<file path="config.mk">
export PLATFORM = sky130hd
export DESIGN_NAME = rds_front
export DESIGN_NICKNAME = d
export VERILOG_FILES = /design/src/sv/rds_pkg.sv /design/src/sv/rds_front.sv
export SDC_FILE = /design/constraint.sdc
export NUM_CORES = 1
export LEC_CHECK = 0
export BUFFER_PORTS_ARGS = -buffer_cell sky130_fd_sc_hd__buf_2
export CAP_MARGIN = 20
export CORE_MARGIN = 10
export CORE_UTILIZATION = 52
export DETAILED_ROUTE_END_ITERATION = 10
export PLACE_DENSITY_LB_ADDON = 0.3
export SLEW_MARGIN = 40
export SYNTH_ARGS = -nofsm -noshare
export SYNTH_HDL_FRONTEND = slang
export SYNTH_SLANG_ARGS = --single-unit
</file>
<file path="constraint.sdc">
create_clock -name clk -period 3.65 [get_ports clk]
set_clock_uncertainty 0.15 [all_clocks]
set_input_delay 0.1825 -clock clk [delete_from_list [all_inputs] [get_ports clk]]
set_output_delay 0.1825 -clock clk [all_outputs]
set_load 0.01 [all_outputs]
</file>
<file path="src/sv/rds_pkg.sv">
// Shared types and constants for the reaction-diffusion stencil step.
`timescale 1ns / 1ps
package rds_pkg;
	localparam int unsigned DefMaxCells    = 4096;
	localparam int unsigned DefFracBits    = 8;
	localparam logic [16:0] OneQ15         = 17'd32768;
	localparam logic [15:0] HalfQ15        = 16'd16384;
	localparam logic [1:0]  RegDiffusion   = 2'd0;
	localparam logic [1:0]  RegReaction    = 2'd1;
	localparam logic [1:0]  RegUnburned    = 2'd2;
	localparam logic [1:0]  RegBurned      = 2'd3;

	typedef struct packed {
		logic [15:0] cell_value;
		logic        last_cell;
	} in_item_t;

	typedef struct packed {
		logic [11:0] cell_index;
		logic [15:0] new_value;
		logic [15:0] cell_temp;
		logic        end_of_run;
		logic [19:0] front_position;
		logic        run_too_short;
	} out_item_t;

	// Work handed from front to back: one cell to update.
	typedef struct packed {
		logic [1:0]  kind;      // KindFirst, KindInterior, KindLast
		logic [15:0] left;
		logic [15:0] mid;
		logic [15:0] right;
		logic [15:0] index;
	} job_t;

	localparam logic [1:0] KindFirst    = 2'd0;
	localparam logic [1:0] KindInterior = 2'd1;
	localparam logic [1:0] KindLast     = 2'd2;
endpackage

</file>
<file path="src/sv/rds_front.sv">
// Front end: line buffer, cell counter and job generation.
`timescale 1ns / 1ps
module rds_front import rds_pkg::*; #(
	parameter int unsigned MAX_CELLS = DefMaxCells
) (
	input  logic     clk,
	input  logic     arst_n,
	input  logic     push,
	output logic     full,
	input  in_item_t in_item,
	output logic     job_valid,
	input  logic     job_ready,
	output job_t     job
);
	localparam int CW = $clog2(MAX_CELLS);

	logic [15:0]   older_q, middle_q, cur_q;
	logic [CW-1:0] count_q;
	logic          last_q;
	logic [1:0]    pend_q;   // jobs still to hand over for the held item: 0..2
	logic          first_q;  // next pending job is the interior/first one

	logic [15:0] sat;
	assign sat = (in_item.cell_value > OneQ15[15:0]) ? 16'd32768 : in_item.cell_value;
	assign full = (pend_q != 2'd0);

	always_comb begin
		job = '0;
		job.left  = older_q;
		job.mid   = middle_q;
		job.right = cur_q;
		if (first_q) begin
			job.kind  = (count_q == CW'(1)) ? KindFirst : KindInterior;
			job.index = 16'(count_q) - 16'd1;
		end else begin
			job.kind  = KindLast;
			job.index = 16'(count_q);
		end
	end
	assign job_valid = (pend_q != 2'd0);

	always_ff @(posedge clk or negedge arst_n) begin
		if (!arst_n) begin
			older_q  <= '0;
			middle_q <= '0;
			cur_q    <= '0;
			count_q  <= '0;
			last_q   <= 1'b0;
			pend_q   <= '0;
			first_q  <= 1'b0;
		end else if (push && !full) begin
			cur_q  <= sat;
			last_q <= in_item.last_cell;
			first_q <= (count_q != '0);
			pend_q <= 2'((count_q != '0) ? 1 : 0) + 2'(in_item.last_cell);
			// opening cell of a run gives no job: shift it straight in
			if (count_q == '0 && !in_item.last_cell) begin
				older_q  <= middle_q;
				middle_q <= sat;
				count_q  <= CW'(1);
			end
		end else if (job_valid && job_ready) begin
			pend_q  <= pend_q - 2'd1;
			if (pend_q == 2'd1) begin
				if (last_q) begin
					older_q  <= '0;
					middle_q <= '0;
					count_q  <= '0;
				end else begin
					older_q  <= middle_q;
					middle_q <= cur_q;
					if (count_q != CW'(MAX_CELLS - 1))
						count_q <= count_q + CW'(1);
				end
			end
			first_q <= 1'b0;
		end
	end
endmodule

</file>
# Word-level counts from Yosys, hierarchy flattened

Index checks and enable logic that the tools add are counted.

Register bits: 64
Bits of input ports: 21
Output and inout bits: 68
Word-level logic and storage cells: 54

Add/subtract/negate cells: 4
$lt $le $gt $ge: 1
Equality and inequality tests: 4
Mux-type cells: 25
Reductions and logical operators: 13

Operators by type and width:

| kind                                                   | number |
|---|---|
| 2-to-1 mux 16 bit                                      | 12 |
| 2-to-1 mux 12 bit                                      | 6 |
| greater-than comparator 16 bit (second input constant) | 1 |
| subtractor 12 x 1 -> 13 bit (second input constant)    | 1 |
| adder 12 x 1 -> 12 bit (second input constant)         | 1 |
| equality test 12 x 1 -> 1 bit (second input constant)  | 1 |
| logical NOT 12 bit                                     | 1 |
| != test 12 bit (second input constant)                 | 1 |
| nonzero test 12 bit                                    | 1 |
| 2-to-1 mux 2 bit                                       | 3 |
| nonzero test 2 bit                                     | 3 |
| 2-to-1 mux 1 bit                                       | 4 |
| AND reduction 4 bit                                    | 1 |
| logical AND 1 bit                                      | 3 |
| AND reduction 3 bit                                    | 1 |
| nonzero test 3 bit                                     | 1 |
| adder 1 x 1 -> 2 bit                                   | 1 |
| equality test 2 x 1 -> 1 bit (second input constant)   | 1 |
| logical NOT 1 bit                                      | 2 |
| != test 2 x 1 -> 1 bit (second input constant)         | 1 |
| subtractor 2 x 1 -> 2 bit (second input constant)      | 1 |

# Longest topological paths before layout

Depth in word-level cells: 6
Depth in mapped cells: 12
Mapped depth without buffers: 10

# Least setup slack after synthesis

No wires, ideal clock.

Path kind: register to register
Start point: reg count_q[7]
End point: reg count_q[5]
Setup time: 0.080 ns
Data arrival time: 2.885 ns
Required time: 3.420 ns
Setup slack: 0.535 ns
Cell stages (with the launch flop): 13
Buffers on the path: 2
Period minus slack after synthesis: 3.115 ns
Path through: dfrtp_1 > buf_6 > or4_4 > or4_4 > nor3_4 > nand2_2 > inv_1 > ha_1 > a32o_1 > buf_2 > o21ai_2 > or4_1 > a21oi_1

Word-level cells in the longest chain between the ends: 4
Elaborated cells on any way between the ends: 6
Classes of those cells: eq/ne (2); reduce/logical (4)

RTL lines:

| item                             | RTL line        | source |
|---|---|---|
| start, declared                  | rds_front.sv:18 | `logic [CW-1:0] count_q;` |
| start signal, assigned           | rds_front.sv:73 | `count_q <= count_q + CW'(1);` |
| logical NOT 12 bit               | rds_front.sv:57 | `if (count_q == '0 && !in_item.last_cell) begin` |
| logical AND 1 bit                | rds_front.sv:57 |  |
| != test 2 x 1 -> 1 bit (no line) | -               |  |
| AND reduction 4 bit (no line) *  | -               |  |

Mark *: on every way between the ends. The rest lies on a longest branch, timed or not.
A chain may end at the register's enable or synchronous reset.

# Worst setup path after layout

Same ends and word-level chain as after synthesis.

==> flow_metrics.env <==
export IMPL_outcome="finished clean"
export IMPL_antenna_found_initial=1
export IMPL_route_detailed_drc=0
export IMPL_ant_nets=0
export IMPL_grt_max_degree=47
export IMPL_rsz0062_at_grt="false"
export IMPL_synthesis_nets=353
export IMPL_routabilityCongestion=0.859
export IMPL_grt_pass1_vias=2720
export IMPL_drive_gt1_share_pct=28.0
export IMPL_grt_pass1_wl_microns=13900
export IMPL_synth_area_sq_um=3110
export IMPL_htreeDepth=3
export IMPL_die_x_microns=97.3
export IMPL_wirelength_microns=8410
export IMPL_clock_fmax_ghz=0.298
export IMPL_finalHoldViolCount=0
export IMPL_ys_async_sr_fraction_pct=100
export IMPL_overflow=0
export IMPL_hold_path_class="primary input to flop"
export IMPL_grt_usage_pct=17.8
export IMPL_fp_dieArea_sq_um=9470
export IMPL_cts_buffers=9
export IMPL_synth_edf_count=0
export IMPL_io_buffers=88
export IMPL_fin_setup_tns_ns=0
export IMPL_startpoint="count_q[7]$_DFFE_PN0P_"
export IMPL_clock_path_buffers=2
export IMPL_setup_viol=0
export IMPL_syn_inst=325
export IMPL_wire_per_inst_microns=16.7
export IMPL_slew_viol_final=0
export IMPL_slew_headroom_pct=46.8
export IMPL_cellPowerDensity_nw_per_um2=797
export IMPL_std_cell_rows=28
export IMPL_start_util_pct=53.1
export IMPL_dr_pass1_iters=4
export IMPL_synth_seq_cells=64
export IMPL_nets=451
export IMPL_ys_flop_type="dfrtp_1"
export IMPL_arrival_ns=3.47
export IMPL_fillCellCount=483
export IMPL_seq_area_frac_synth_pct=51.5
export IMPL_grtUsageMet3_pct=5.55
export IMPL_cap_violations=0
export IMPL_post_cts_buffers=0
export IMPL_syn_to_final_growth_pct=26.9
export IMPL_via_per_inst=5.57
export IMPL_synth_avg_cell_area_sq_um=9.56
export IMPL_leakagePower_uw=0.00204
export IMPL_cts_tree="yes"
export IMPL_synth_distinct_cells=43
export IMPL_dieHeight_microns=97.3
export IMPL_hpwl_microns=5880
export IMPL_cts_resized=0
export IMPL_ys_warn_count=0
export IMPL_hp_start="push"
export IMPL_drt_iter0_drc=232
export IMPL_critPathKind="flop to flop"
export IMPL_grt_use_met2_pct=26.0
export IMPL_clock_sinks=64
export IMPL_ioPinCount=89
export IMPL_clock_latency_ns=0.34
export IMPL_grt_busiest_layer="met2"
export IMPL_clkTransAtPathRegs_ns=0.07
export IMPL_startpoint_type="flop"
export IMPL_required_ns=3.76
export IMPL_grt_met1_usage_pct=23.7
export IMPL_tightest_slew_ns=0.797
export IMPL_worstPathMaxFanout=10
export IMPL_period_minus_slack_ns=3.35
export IMPL_end_kind="flop"
export IMPL_ir_worst_vdd_v=0.000468
export IMPL_core_area_sq_um=5850
export IMPL_min_period_over_period_pct=91.8
export IMPL_timing_rr_start="count_q[7]$_DFFE_PN0P_"
export IMPL_cts_root_buf="clkbuf_8"
export IMPL_power_total_uw=3140
export IMPL_via_count=2806
-- synth_stat cells (all sizes together), types with 3 or more instances --
master	number	area share, %
o21ai	12	2.1
a22o	15	4.2
clkbuf	15	1.9
xnor2	3	0.85
dfrtp	64	52
nand2	49	6.0
o211ai	3	0.72
ha	7	2.8
nor2	43	5.2
or4	4	1.2
nand4	5	1.0
a221oi	15	4.2
o31ai	3	0.72
xor2	10	2.8
a21oi	10	1.6
nor4	5	1.0
buf	11	2.3
nand3	19	3.1
inv	9	1.1
nor3	4	1.0
-- per-stage QoR --
step / instances / utilization (%) / instance area (sq um) / worst slack, ns / hold WS, ns
2_1_floorplan: 325 / - / 3110 / 0.535 / -0.263
3_5_place_dp: 469 / 61.1 / 3580 / 0.351 / 0.0712
5_1_grt: 504 / 67.4 / 3940 / 0.100 / 0.107
3_3_place_gp: 469 / 61.1 / 3570 / 0.443 / 0.243
6_report: 504 / 67.4 / 3940 / 0.298 / 0.0892
4_1_cts: 503 / 67.3 / 3940 / 0.315 / 0.0772
-- cell usage in the layout (no fill, tap or decap), types with 3 or more instances in the layout --
cell type	count
xnor2_1	3
clkbuf_8	10
a22o_1	15
nand2_1	48
a21oi_1	10
inv_1	9
clkinvlp_4	3
buf_4	8
o21ai_0	11
nor3_1	3
a221oi_1	15
nand4_1	5
nor2_1	43
o31ai_1	3
ha_1	7
dfrtp_1	64
nand3_1	19
o211ai_1	3
buf_2	87
nor4_1	5
dlygate4sd3_1	18
xor2_1	10
-- layer usage --
layer,wire length (microns),up-vias
met5,0,-
met3,545,15
li1,-,1349
met4,150,0
met1,3820,1348
met2,3890,94
-- final cells by class --
type	instances	area, sq um	area share [%]
sequential	64	1600	40.6
clock buffer	10	138	3.49
inverter	9	33.8	0.857
timing repair buffer	113	676	17.1
antenna	1	2.50	0.0635
multi-input combinational	226	1350	34.3
clock inverter	6	45.0	1.14
tap	75	93.8	2.38
-- where the power goes --
| part | total, uW | internal, uW | switching (uW) |
|---|---|---|---|
| Sequential | 1220 | 984 | 237 |
| Combinational | 1370 | 555 | 816 |
| Clock | 551 | 265 | 286 |
| Total | 3140 | 1800 | 1340 |
-- cell families after synthesis --
logic type	after synthesis	synth area share, %
AO/OA/AOI/OAI	67	16.1
XOR/XNOR	13	3.66
adder cells (fa/ha/maj)	7	2.82
buffers and inverters	35	5.19
flip-flops	64	51.5
multiplexers	1	0.362
AND/OR/NAND/NOR	138	20.4
-- registers in the layout, summed over array words and instances (netlist names) --
signal	cells
first_q	1
pend_q	2
count_q	12
middle_q	16
last_q	1
older_q	16
cur_q	16
-- critical path: stages, from the launching register on --
cell	delay, ns
dfrtp_1	0.48
or4_4	0.58
or4_4	0.47
nor3_4	0.16
nand2_2	0.11
inv_1	0.07
ha_1	0.17
a32o_1	0.30
o21ai_2	0.17
or4_1	0.49
a21oi_1	0.14
-- repair_timing --
action | CTS | global route
endpoints found under the setup margin | 0 | 0
hold buffers | 18 | 0
endpoints found under the hold margin | 65 | 0
-- worst paths after layout --
check | end | slack [ns] | cells after the start
worst max-delay path | count_q[5]$_DFFE_PN0P_ | 0.30 | 10
worst min-delay path | first_q$_DFFE_PN0N_ | 0.09 | 2
worst max register to register | count_q[5]$_DFFE_PN0P_ | 0.30 | 10
worst min register to register | older_q[3]$_DFFE_PN0P_ | 0.31 | 2
max in group asynchronous | count_q[2]$_DFFE_PN0P_ | 2.43 | 3
min in group asynchronous | older_q[8]$_DFFE_PN0P_ | 0.22 | 2
(Power assumes the default switching activity.)
