File: config.mk
export PLATFORM = sky130hd
export DESIGN_NAME = rds_queue
export DESIGN_NICKNAME = d
export VERILOG_FILES = /design/src/sv/rds_pkg.sv /design/src/sv/rds_queue.sv
export SDC_FILE = /design/constraint.sdc
export NUM_CORES = 1
export LEC_CHECK = 0
export BUFFER_PORTS_ARGS = -buffer_cell sky130_fd_sc_hd__buf_2
export CAP_MARGIN = 5
export CELL_PAD_IN_SITES_DETAIL_PLACEMENT = 0
export CELL_PAD_IN_SITES_GLOBAL_PLACEMENT = 1
export CORE_MARGIN = 3
export CORE_UTILIZATION = 44
export CTS_CLUSTER_DIAMETER = 120
export DETAILED_ROUTE_END_ITERATION = 6
export PLACE_DENSITY_LB_ADDON = 0.1
export SETUP_SLACK_MARGIN = 0.1
export SYNTH_ARGS = -nofsm -noshare
export SYNTH_HDL_FRONTEND = slang
export SYNTH_SLANG_ARGS = --single-unit
File: constraint.sdc
create_clock -name clk -period 4.2 [get_ports clk]
set_input_delay 1.05 -clock clk [delete_from_list [all_inputs] [get_ports clk]]
set_output_delay 1.05 -clock clk [all_outputs]
set_load 0.01 [all_outputs]
File: src/sv/rds_pkg.sv
// Shared types and constants for the reaction-diffusion stencil step.
`timescale 1ns / 1ps
package rds_pkg;
	localparam int unsigned DefMaxCells    = 4096;
	localparam int unsigned DefFracBits    = 8;
	localparam logic [16:0] OneQ15         = 17'd32768;
	localparam logic [15:0] HalfQ15        = 16'd16384;
	localparam logic [1:0]  RegDiffusion   = 2'd0;
	localparam logic [1:0]  RegReaction    = 2'd1;
	localparam logic [1:0]  RegUnburned    = 2'd2;
	localparam logic [1:0]  RegBurned      = 2'd3;

	typedef struct packed {
		logic [15:0] cell_value;
		logic        last_cell;
	} in_item_t;

	typedef struct packed {
		logic [11:0] cell_index;
		logic [15:0] new_value;
		logic [15:0] cell_temp;
		logic        end_of_run;
		logic [19:0] front_position;
		logic        run_too_short;
	} out_item_t;

	// Work handed from front to back: one cell to update.
	typedef struct packed {
		logic [1:0]  kind;      // KindFirst, KindInterior, KindLast
		logic [15:0] left;
		logic [15:0] mid;
		logic [15:0] right;
		logic [15:0] index;
	} job_t;

	localparam logic [1:0] KindFirst    = 2'd0;
	localparam logic [1:0] KindInterior = 2'd1;
	localparam logic [1:0] KindLast     = 2'd2;
endpackage

File: src/sv/rds_queue.sv
// Two-entry job queue between front and back.
`timescale 1ns / 1ps
module rds_queue import rds_pkg::*; (
	input  logic clk,
	input  logic arst_n,
	input  logic wr_valid,
	output logic wr_ready,
	input  job_t wr_data,
	output logic rd_valid,
	input  logic rd_ready,
	output job_t rd_data
);
	job_t       mem_q [2];
	logic       wp_q, rp_q;
	logic [1:0] cnt_q;

	assign wr_ready = (cnt_q != 2'd2);
	assign rd_valid = (cnt_q != 2'd0);
	assign rd_data  = mem_q[rp_q];

	always_ff @(posedge clk) begin
		if (wr_valid && wr_ready)
			mem_q[wp_q] <= wr_data;
	end

	always_ff @(posedge clk or negedge arst_n) begin
		if (!arst_n) begin
			wp_q  <= 1'b0;
			rp_q  <= 1'b0;
			cnt_q <= '0;
		end else begin
			if (wr_valid && wr_ready)
				wp_q <= ~wp_q;
			if (rd_valid && rd_ready)
				rp_q <= ~rp_q;
			cnt_q <= cnt_q + 2'(wr_valid && wr_ready) - 2'(rd_valid && rd_ready);
		end
	end
endmodule

# Yosys cells after proc, flatten, opt, wreduce, memory -nomap -nowiden
# Memories as Yosys holds them, arrays and structs flattened.
# Index checks and enable logic that the tools add are counted.
# classes
n_reduce_logical	3
eq_ne	1
n_bitwise	2
n_addsub	2
muxes	2
# op_table
cell	n
$add 2x1->2	1
$logic_and 1x1->1	2
$mux 1	2
$ne 2x2->1 const B	1
$not 1->1	2
$reduce_bool 2->1	1
$sub 2x1->2	1
# word_totals
output_inout_bits	68
in_bits	70
elab_cells	14
regBits	4
ramBits	132
n_memories	1
# memory_table
memory	depth	width	rd	rd_clocked_by_memory_dff	write_ports	line	text
mem_q	2	66	1	0	1	rds_queue.sv:13	job_t mem_q [2];

# Longest topological paths before layout
# Gate-level depths: netlist of the first run.
# logic_depth
ltp_word	4
ltp_mapped	7
mapped_depth_nobuf	7

# Worst setup path after synthesis of the first run
# No wires, ideal clock.
# synth_timing
kind	input to register
from	input wr_valid
to	memory mem_q[0][0] (netlist bit), enable pin
required_ps	3710
arrival_ps	3905
cell_stages	2
path_slack_ps	-196
n_path_buf	0
path_cell_list	nand2_1 > nor2_1
# synth_between
elab_chain_len	3
# synth_rtl
item	line	text
from (decl)	rds_queue.sv:6	input logic wr_valid,
$logic_and 1x1->1	rds_queue.sv:22	if (wr_valid && wr_ready)
$mux 1	rds_queue.sv:22	
$mux 1 (not written as such)	rds_queue.sv:23	mem_q[wp_q] <= wr_data;
to (decl)	rds_queue.sv:13	
# Every way passes these cells.

==> out/metrics.yaml, run 1 <==
global_routing:
  grt_overflow_total: 0
  grt_usage_pct: 14.5
  grt_pass1_wl_um: 13900
  antenna_found_initial: 1
  grt_pass1_vias: 2676
  grt_max_degree: 68
synthesis:
  synth_compound_area_share_pct: 0
  netlist_area_mm2: 0.00507
  ys_top_cells_by_area: "edfxtp_1 (78%), mux2_4 (8.9%), mux2_2 (8.0%)"
  async_flop_share_pct: 2.94
  ys_types: 17
  synth-xor-area-share_pct: 0.691
  synth_top_family_by_area: "multiplexers"
  netlist_top_cells_count: "edfxtp_1 (132), mux2_2 (36), mux2_4 (30)"
  yosys_warnings: 0
  synth_largest_area_cell: "edfxtp_1"
  syn_inst: 222
  synth_edf_count: 132
  ys_ff_latch: 136
  synthSimpleGateAreaFrac_pct: 0.641
  muxShareOfSynthArea_pct: 16.9
  synth_top_cell_area_share_pct: 78.1
  synth_fp_nets: 294
  yosys.area_share.adder_pct: 0.493
  avgSynthCellArea_um2: 22.8
  yosysMostFrequentCell: "edfxtp_1"
  ys_seq_area_share_pct: 80.1
  ys.flop_type: "edfxtp_1"
clocking:
  cts_buffers: 17
  htree_levels: 4
  clk_pin_slew_ns: 0.06
  ctsResizeCount: 0
  cts_tree: "built"
  cts_setup_buffers: 0
  ctsHoldBuffers: 0
  clock-sinks: 136
  clockBufferDepth: 2
  cts-root-buf: "clkbuf_16"
  clk_latency_ns: 0.40
routing:
  drc_errors: 0
  wire_per_inst_um: 17.1
  route.top_layer_used: "met5"
  met3_length_um: 627
  vias: 2554
  avgViaCountPerCell: 4.84
  firstDrtPassIters: 4
  drt-met1-wl_um: 3950
  drt_iter0_drc: 90
  route.met2.wl_um: 4330
  ant_nets: 0
  totalWireLength_um: 9010
setup_path:
  cp-end-kind: "output port"
  worstPathArrival_ns: 2.21
  crit_required_ns: 3.15
  path_max_fanout: 67
  path_class: "reg2out"
  crit_path_start_kind: "register"
hold_path:
  hp-class: "in2async"
sta:
  setup_violations: 0
  maxSlewViolCount: 0
  hold_ws_ns: 0.442
  rsz0062_at_grt: "false"
  period_share_pct: 77.6
  max_freq_ghz: 0.307
  finalCriticalPeriod_ns: 3.26
  finalHoldViolCount: 0
  finClkSkew_ns: 0.00921
  tns_ns: 0
  slew_headroom_pct: 24.8
  worstMarginPinSlew_ns: 1.13
status:
  status: "completed"
floorplanning:
  core_mm2: 0.0110
  chipHeight_um: 113
  initial_utilization_pct: 46.0
  placementRows: 38
  dieArea_mm2: 0.0129
  boundaryPins: 138
  die_w_um: 113
job:
  max_cap_violations: 0
power_and_ir_drop:
  total_leakage_power_uw: 0.00256
  ir_worst_vdd_mv: 0.581
  power_uw: 4850
  pwr_density_cell_mw_per_mm2: 741
placement:
  portBuffers: 137
  place.gp.congestion: 0.702
  dp_hpwl_um: 5800
finish:
  area_growth_pct: 29.0
  diodes: 0
  nets: 447
  drive_above_1_share_pct: 62.1
-- state kept, by name, indices dropped and copies added, names as in the netlist --
register	flops
cnt_q	2
mem_q	132
rp_q	1
wp_q	1
-- where the power goes --
group          internal (µW)  total, µW  switching, µW
logic                    661       1220            562
registers               1860       2080            224
clock network            996       1540            546
-- placed cells by master (no fill, tap or decap), drive strengths merged --
cell type / count
xnor2: 3
dfrtp: 4
and3: 1
edfxtp: 132
inv: 5
clkinvlp: 4
buf: 141
clkbuf: 17
xor2: 1
or2: 1
clkinv: 3
nand2: 1
and2: 1
bufinv: 4
nor2: 1
nand2b: 1
mux2: 66
ha: 2
-- worst paths after layout --
check | to | slack [ns] | startpoint | cells past startpoint
max | rd_data[65] | 0.94 | rp_q | 2
min | cnt_q[1] | 0.44 | arst_n | 1
max reg2reg | mem_q[1][42] | 2.31 | cnt_q[1] | 3
min reg2reg | cnt_q[0] | 0.52 | cnt_q[0] | 1
max in group asynchronous | rp_q | 3.62 | arst_n | 1
min in group clk | cnt_q[0] | 0.52 | cnt_q[0] | 1
-- worst max-delay path, cell delays in order, from the launching register on --
cell and delay, ns:
dfrtp_4 1.09, mux2_2 0.44, buf_2 0.14
-- per-layer routing --
layer | vias to the layer above | track usage, %
li1 | 1189 | -
met1 | 1260 | 19.3
met2 | 93 | 21.8
met3 | 10 | 6.05
met4 | 2 | 5.05
met5 | - | 0
-- through the flow --
step / util [%] / std cells / setup WS [ns] / area (µm²)
2_1_floorplan: - / 222 / 0.909 / 5070
3_3_place_gp: 53.7 / 496 / 1.38 / 5920
3_5_place_dp: 53.7 / 496 / 1.39 / 5920
4_1_cts: 59.3 / 528 / 0.940 / 6540
5_1_grt: 59.3 / 528 / 0.864 / 6540
6_report: 59.3 / 528 / 0.940 / 6540
-- cells by family after synthesis --
| family | Yosys count |
|---|---|
| buffers and inverters | 8 |
| AND/OR/NAND/NOR | 6 |
| multiplexers | 66 |
| XOR/XNOR | 4 |
| flip-flops | 136 |
| adder cells (fa/ha/maj) | 2 |
-- layout make-up --
type | instances | area [µm²]
tap | 140 | 175
fill | 877 | 4490
sequential | 136 | 4070
timing repair buffer | 141 | 716
inverter | 1 | 3.75
multi-input combinational | 78 | 957
clock inverter | 15 | 199
clock buffer | 17 | 425
Note: power is estimated with default switching activity, not from simulation.
==> run 2, diff against run 1 <==
- ABC_AREA: default -> 1
- CORE_UTILIZATION: 44 -> 41
- clock period: 4.2 -> 3.2 ns (I/O delays scaled with it)
==> run 2 against run 1 <==
Against the previous run:
- critical path depth rose by 3
- hold slack worse by 0.24 ns
- clock skew down 0.00096 ns
- critical path type unchanged
- largest power group unchanged
==> out/metrics.yaml, run 2 <==
clocking:
  cts_tree: "built"
  clk_pin_slew_ns: 0.05  # about the same
  ctsResizeCount: 0  # unchanged
  ctsHoldBuffers: 0  # unchanged
  cts-root-buf: "clkbuf_16"
  cts_setup_buffers: 0  # unchanged
  cts_buffers: 17  # unchanged
  clk_latency_ns: 0.41  # about the same
  clock-sinks: 136  # unchanged
  clockBufferDepth: 2  # unchanged
  htree_levels: 4  # unchanged
setup_path:
  path_cells: "inv_2 -> buf_12 -> nand2_1 -> nand2_1 -> buf_2"
  critical_path.max_stage_delay_ns: 0.40  # -0.69 ns
  cp_num_cells: 5  # +3
  worst_path_max_delay_cell: "dfrtp_2"
  path_max_fanout: 42  # -37%
  reg2reg_depth: 4  # +1
  crit_top_cell: "nand2_1"
  cp-end-kind: "output port"
  cp.buffers_inverters: 3  # +2
  regToRegSetupSlack_ns: 1.57  # -0.74 ns
  worstPathArrival_ns: 1.78  # -0.43 ns
  cp-startpoint: "rp_q"
  crit_end: "rd_data[54]"
  crit_path_start_kind: "register"
  crit_required_ns: 2.40  # -0.75 ns
  crit_family: "buffers and inverters"
  path_class: "reg2out"
  r2r-end: "mem_q[1][10]"
  r2r_start: "cnt_q[1]"
synthesis:
  ys.flop_type: "edfxtp_1"
  yosys_warnings: 0  # unchanged
  ys_types: 11  # -6
  synth_edf_count: 132  # unchanged
  netlist_top_cells_count: "nand2_1 (211), edfxtp_1 (132), buf_2 (8), inv_1 (8), buf_6 (5)"
  synth_fp_nets: 449  # +53%
  synth_top_cell_area_share_pct: 78.6  # +0.43 points
  syn_inst: 377  # +70%
  yosysMostFrequentCell: "nand2_1"
  netlist_area_mm2: 0.00504  # -0.54%
  avgSynthCellArea_um2: 13.4  # -41%
  async_flop_share_pct: 2.94  # unchanged
  ys_seq_area_share_pct: 80.6  # +0.44 points
  synth_largest_area_cell: "edfxtp_1"
  ys_ff_latch: 136  # unchanged
  ys_top_cells_by_area: "edfxtp_1 (79%), nand2_1 (16%), dfrtp_1 (2.0%)"
power_and_ir_drop:
  ir_worst_vdd_mv: 0.636  # +9.5%
  pwr_density_cell_mw_per_mm2: 995  # +34%
  total_leakage_power_uw: 0.00286  # +12%
global_routing:
  grt_pass1_wl_um: 15400  # +11%
  grt_max_degree: 68  # unchanged
  grt_overflow_total: 0  # unchanged
  grt_usage_pct: 15.6  # +1.0 points
  grt_pass1_vias: 3088  # +15%
  antenna_found_initial: 0  # -1
routing:
  avgViaCountPerCell: 4.61  # -4.6%
  drt_iter0_drc: 201  # +120%
  totalWireLength_um: 10100  # +12%
  ant_nets: 0  # unchanged
  vias: 3137  # +23%
  wire_per_inst_um: 14.9  # -13%
  drc_errors: 0  # unchanged
  firstDrtPassIters: 6  # +2
sta:
  finalCriticalPeriod_ns: 2.58
  hold_ws_ns: 0.199  # -0.243 ns
  setup_violations: 0  # unchanged
  period_share_pct: 80.7
  max_freq_ghz: 0.387
  finalHoldViolCount: 0  # unchanged
  finClkSkew_ns: 0.00825  # -0.000959 ns
  tns_ns: 0  # unchanged
  worstMarginPinSlew_ns: 0.729  # -0.399 ns
  maxSlewViolCount: 0  # unchanged
  rsz0062_at_grt: "false"
  slew_headroom_pct: 51.4  # +27 points
floorplanning:
  initial_utilization_pct: 43.1  # -2.9 points
  boundaryPins: 138  # unchanged
  placementRows: 39  # +2.6%
  die_w_um: 117  # +3.1%
  core_mm2: 0.0117  # +6.2%
  chipHeight_um: 117  # +3.1%
  dieArea_mm2: 0.0137  # +6.4%
finish:
  drive_above_1_share_pct: 32.8  # -29 points
  layout_commonest_cell: "nand2_1"
  stdcell_area_mm2: 0.00653  # -0.15%
  reg_top3: "mem_q: 132 flops, cnt_q: 2 flops"
  largest_register_ffs: 132  # unchanged
  largest-register: "mem_q"
  final_cell_mix: "nand2_1 (211), buf_2 (137), edfxtp_1 (132)"
  nets: 596  # +33%
  area_growth_pct: 29.5
  diodes: 0  # unchanged
hold_path:
  hp-class: "in2async"
job:
  max_cap_violations: 0  # unchanged
placement:
  dp_hpwl_um: 6320  # +9.0%
  place.gp.congestion: 0.730  # +4.0%
  portBuffers: 137  # unchanged
  postPlaceCellArea_mm2: 0.00588  # -0.72%
status:
  status: "completed"
[run 2: kinds of logic (layout without fill, tap and decap cells)]
| kind of cell | after synthesis | after routing | synth area share [%] |
|---|---|---|---|
| fa+ha+maj | 2 | 2 | 0.496 |
| buf+inv | 24 | 184 | 2.88 |
| flops | 136 | 136 | 80.6 |
| simple gates | 215 | 215 | 16.1 |
[run 2: worst min path at each step]
stage / from / to
3_3_place_gp: wp_q / wp_q
4_1_cts: arst_n / cnt_q[1]
3_5_place_dp: wp_q / wp_q
2_1_floorplan: wp_q / wp_q
6_report: arst_n / rp_q
5_1_grt: arst_n / wp_q
[run 2: where the power goes]
| group | switching (µW) | internal (µW) | leakage (µW) |
|---|---|---|---|
| Combinational | 1240 | 611 | 0.00127 |
| Clock | 686 | 1450 | 0.000307 |
| Sequential | 89.8 | 2430 | 0.00128 |
| Total | 2010 | 4490 | 0.00286 |
[run 2: layer usage]
layer / track usage, % / wire, µm / vias to the layer above
met1: 18.2 / 4240 / 1464
met5: 0 / 0 / -
met3: 5.81 / 650 / 11
met2: 25.9 / 5110 / 97
met4: 6.65 / 120 / 0
li1: - / - / 1565
[run 2: area by class of cell]
type | instances | area (µm²)
Clock buffer | 17 | 425
Timing Repair Buffer | 143 | 756
Inverter | 9 | 33.8
Tap cell | 143 | 179
Clock inverter | 15 | 231
Sequential cell | 136 | 4070
Fill cell | 984 | 5180
Multi-Input combinational cell | 217 | 843
[run 2: per-stage QoR]
stage	total power [µW]	utilization (%)	setup WS (ns)	instances
after global placement	4440	50.2	0.991	648
after CTS	6610	55.8	0.554	680
after floorplan	3710	-	0.169	377
after global routing	6920	55.8	0.461	680
after detailed placement	4460	50.2	1.00	648
final	6500	55.8	0.617	680
==> run 3, diff against run 2 <==
- clock period: 3.2 -> 2.65 ns (I/O delays scaled with it)
==> run 3 against run 2 <==
Against the previous run:
- count of clock-buffer cells in the layout did not move
- first-iteration DRC count up 9.0%
- critical path depth unchanged
- via count grew 0.22%
- flip-flop and latch count stayed put
- global-route usage barely moved
- design area increased by 0.40%
- combinational power is 22% higher
- die area unchanged
- power is 21% higher
==> out/metrics.yaml, run 3 (synthesis results as in run 2) <==
setup_path:
  worst_path_max_delay_cell: "dfrtp_2"
  worstPathArrival_ns: 1.70  # -0.08 ns
  regToRegSetupSlack_ns: 1.12  # -0.45 ns
  r2r-end: "mem_q[1][27]"
  crit_path_start_kind: "register"
  path_max_fanout: 24  # -43%
  path_class: "reg2out"
  critical_path.max_stage_delay_ns: 0.41  # about the same
  crit_required_ns: 1.99  # -0.41 ns
  path_cells: "inv_2 -> buf_12 -> nand2_1 -> nand2_1 -> buf_2"
  reg2reg_depth: 4  # unchanged
  cp-startpoint: "rp_q"
  cp-end-kind: "output port"
  r2r_start: "cnt_q[1]"
  crit_top_cell: "nand2_1"
power_and_ir_drop:
  total_leakage_power_uw: 0.00288  # +0.91%
  ir_worst_vdd_mv: 0.612  # -3.7%
  pwr-share-seq_pct: 38.6  # -0.2 points
  pwr_density_cell_mw_per_mm2: 1200  # +21%
  clkPwrFrac_pct: 32.8  # about the same
  combPwrFrac_pct: 28.6  # +0.2 points
  intPower_uw: 5450  # +21%
  swShare_pct: 30.9  # about the same
  switchingPower_uw: 2440  # +21%
routing:
  drc_errors: 0  # unchanged
  ant_nets: 0  # unchanged
  avgViaCountPerCell: 4.60  # -0.22%
  vias: 3144  # +0.22%
  wire_per_inst_um: 14.8  # -0.65%
  totalWireLength_um: 10100  # -0.21%
  drt_iter0_drc: 219  # +9.0%
  firstDrtPassIters: 4  # -2
global_routing:
  grt_overflow_total: 0  # unchanged
  antenna_found_initial: 1  # +1
  grt_usage_pct: 15.5  # -0.037 points
  grt_pass1_vias: 3121  # +1.1%
  grt_max_degree: 68  # unchanged
  grt_pass1_wl_um: 15500  # +0.94%
finish:
  area_growth_pct: 30.0
  layout_commonest_cell: "nand2_1"
  largest_register_ffs: 132  # unchanged
  diodes: 0  # unchanged
  largest-register: "mem_q"
  nets: 599  # +0.50%
  finalNonFillerCells: 683  # +0.44%
  final_cell_mix: "nand2_1 (211), buf_2 (137), edfxtp_1 (132)"
  drive_above_1_share_pct: 33.5  # +0.74 points
  reg_top3: "mem_q: 132 flops, cnt_q: 2 flops"
sta:
  rsz0062_at_grt: "false"
  tns_ns: 0  # unchanged
  finalHoldViolCount: 0  # unchanged
  setup_violations: 0  # unchanged
  maxSlewViolCount: 0  # unchanged
  worstMarginPinSlew_ns: 0.523  # -0.206 ns
  finClkSkew_ns: 0.00476  # -0.00349 ns
  finalCriticalPeriod_ns: 2.36
  period_share_pct: 89.0
  max_freq_ghz: 0.424
  slew_headroom_pct: 65.2  # +14 points
placement:
  portBuffers: 137  # unchanged
  dp_hpwl_um: 6490  # +2.7%
  placedCellCount: 651  # +0.46%
  place.gp.congestion: 0.710  # -2.8%
clocking:
  clk_pin_slew_ns: 0.05  # about the same
  clock-sinks: 136  # unchanged
  clk_latency_ns: 0.41  # about the same
  cts_buffers: 17  # unchanged
  ctsHoldBuffers: 0  # unchanged
  cts_tree: "built"
  cts-root-buf: "clkbuf_16"
  htree_levels: 4  # unchanged
  clockBufferDepth: 2  # unchanged
  cts_setup_buffers: 0  # unchanged
status:
  status: "completed"
hold_path:
  hp-class: "in2async"
floorplanning:
  placementRows: 39  # unchanged
  initial_utilization_pct: 43.1  # unchanged
  chipHeight_um: 117  # unchanged
  die_w_um: 117  # unchanged
  core_mm2: 0.0117  # unchanged
  boundaryPins: 138  # unchanged
  dieArea_mm2: 0.0137  # unchanged
job:
  max_cap_violations: 0  # unchanged
[run 3: cell types whose count changed in the layout (fill, tap and decap cells not counted), sizes merged]
cell	change
buf	+3
clkinv	+1
clkinvlp	-1
[run 3: worst max-delay path, delay by kind of cell (launching register included)]
| family | cells | cell delay (ns) |
|---|---|---|
| buf+inv | 3 | 0.72 |
| flops | 1 | 0.41 |
| simple gates | 2 | 0.14 |
[run 3: per-stage QoR]
stage                     power, µW  hold WS [ns]  util, %  worst slack, ns  instance area [µm²]
after floorplan                4480         0.367        -            0.184                 5050
after global placement         5400         0.455     50.4            0.634                 5900
after detailed placement       5420         0.464     50.4            0.634                 5900
after CTS                      8030        0.0305     56.0            0.189                 6560
after global routing           8420        0.0347     56.0            0.150                 6560
final                          7890        0.0525     56.0            0.291                 6560
[run 3: power groups by stage]
stage	Combinational, µW	Clock (µW)	Sequential, µW
global placement	2330	0	3070
finish	2260	2590	3040
global route	2580	2760	3080
detailed placement	2330	0	3090
CTS	2340	2650	3050
floorplan	1400	0	3080
[run 3: repair_timing]
item | in CTS | in global routing
endpoints found under the hold margin | 0 | 0
setup endpoints to repair | 0 | 4
resized for setup | 0 | 1
[run 3: worst max path at each step]
stage	to	slack (ns)	cells after the start
2_1_floorplan	mem_q[0][0]	0.18	2
3_3_place_gp	rd_data[3]	0.63	4
3_5_place_dp	rd_data[65]	0.63	4
4_1_cts	rd_data[65]	0.19	4
5_1_grt	rd_data[28]	0.15	5
6_report	rd_data[59]	0.29	5
[run 3: layer usage]
layer / part of all wire [%] / wire length, µm / up-vias / track usage, %
met2: 50 / 5030 / 98 / 25.4
met5: 0.14 / 14 / - / 0
met4: 1.7 / 173 / 2 / 7.34
met1: 42 / 4240 / 1463 / 18.5
li1: - / - / 1566 / -
met3: 6.3 / 641 / 15 / 5.40
[run 3: cell type report]
cell class                      count  area, µm²
Fill cell                         978       5150
Sequential cell                   136       4070
Multi-Input combinational cell    217        843
Timing Repair Buffer              146        782
Clock buffer                       17        425
Clock inverter                     15        231
Tap cell                          143        179
Inverter                            9       33.8
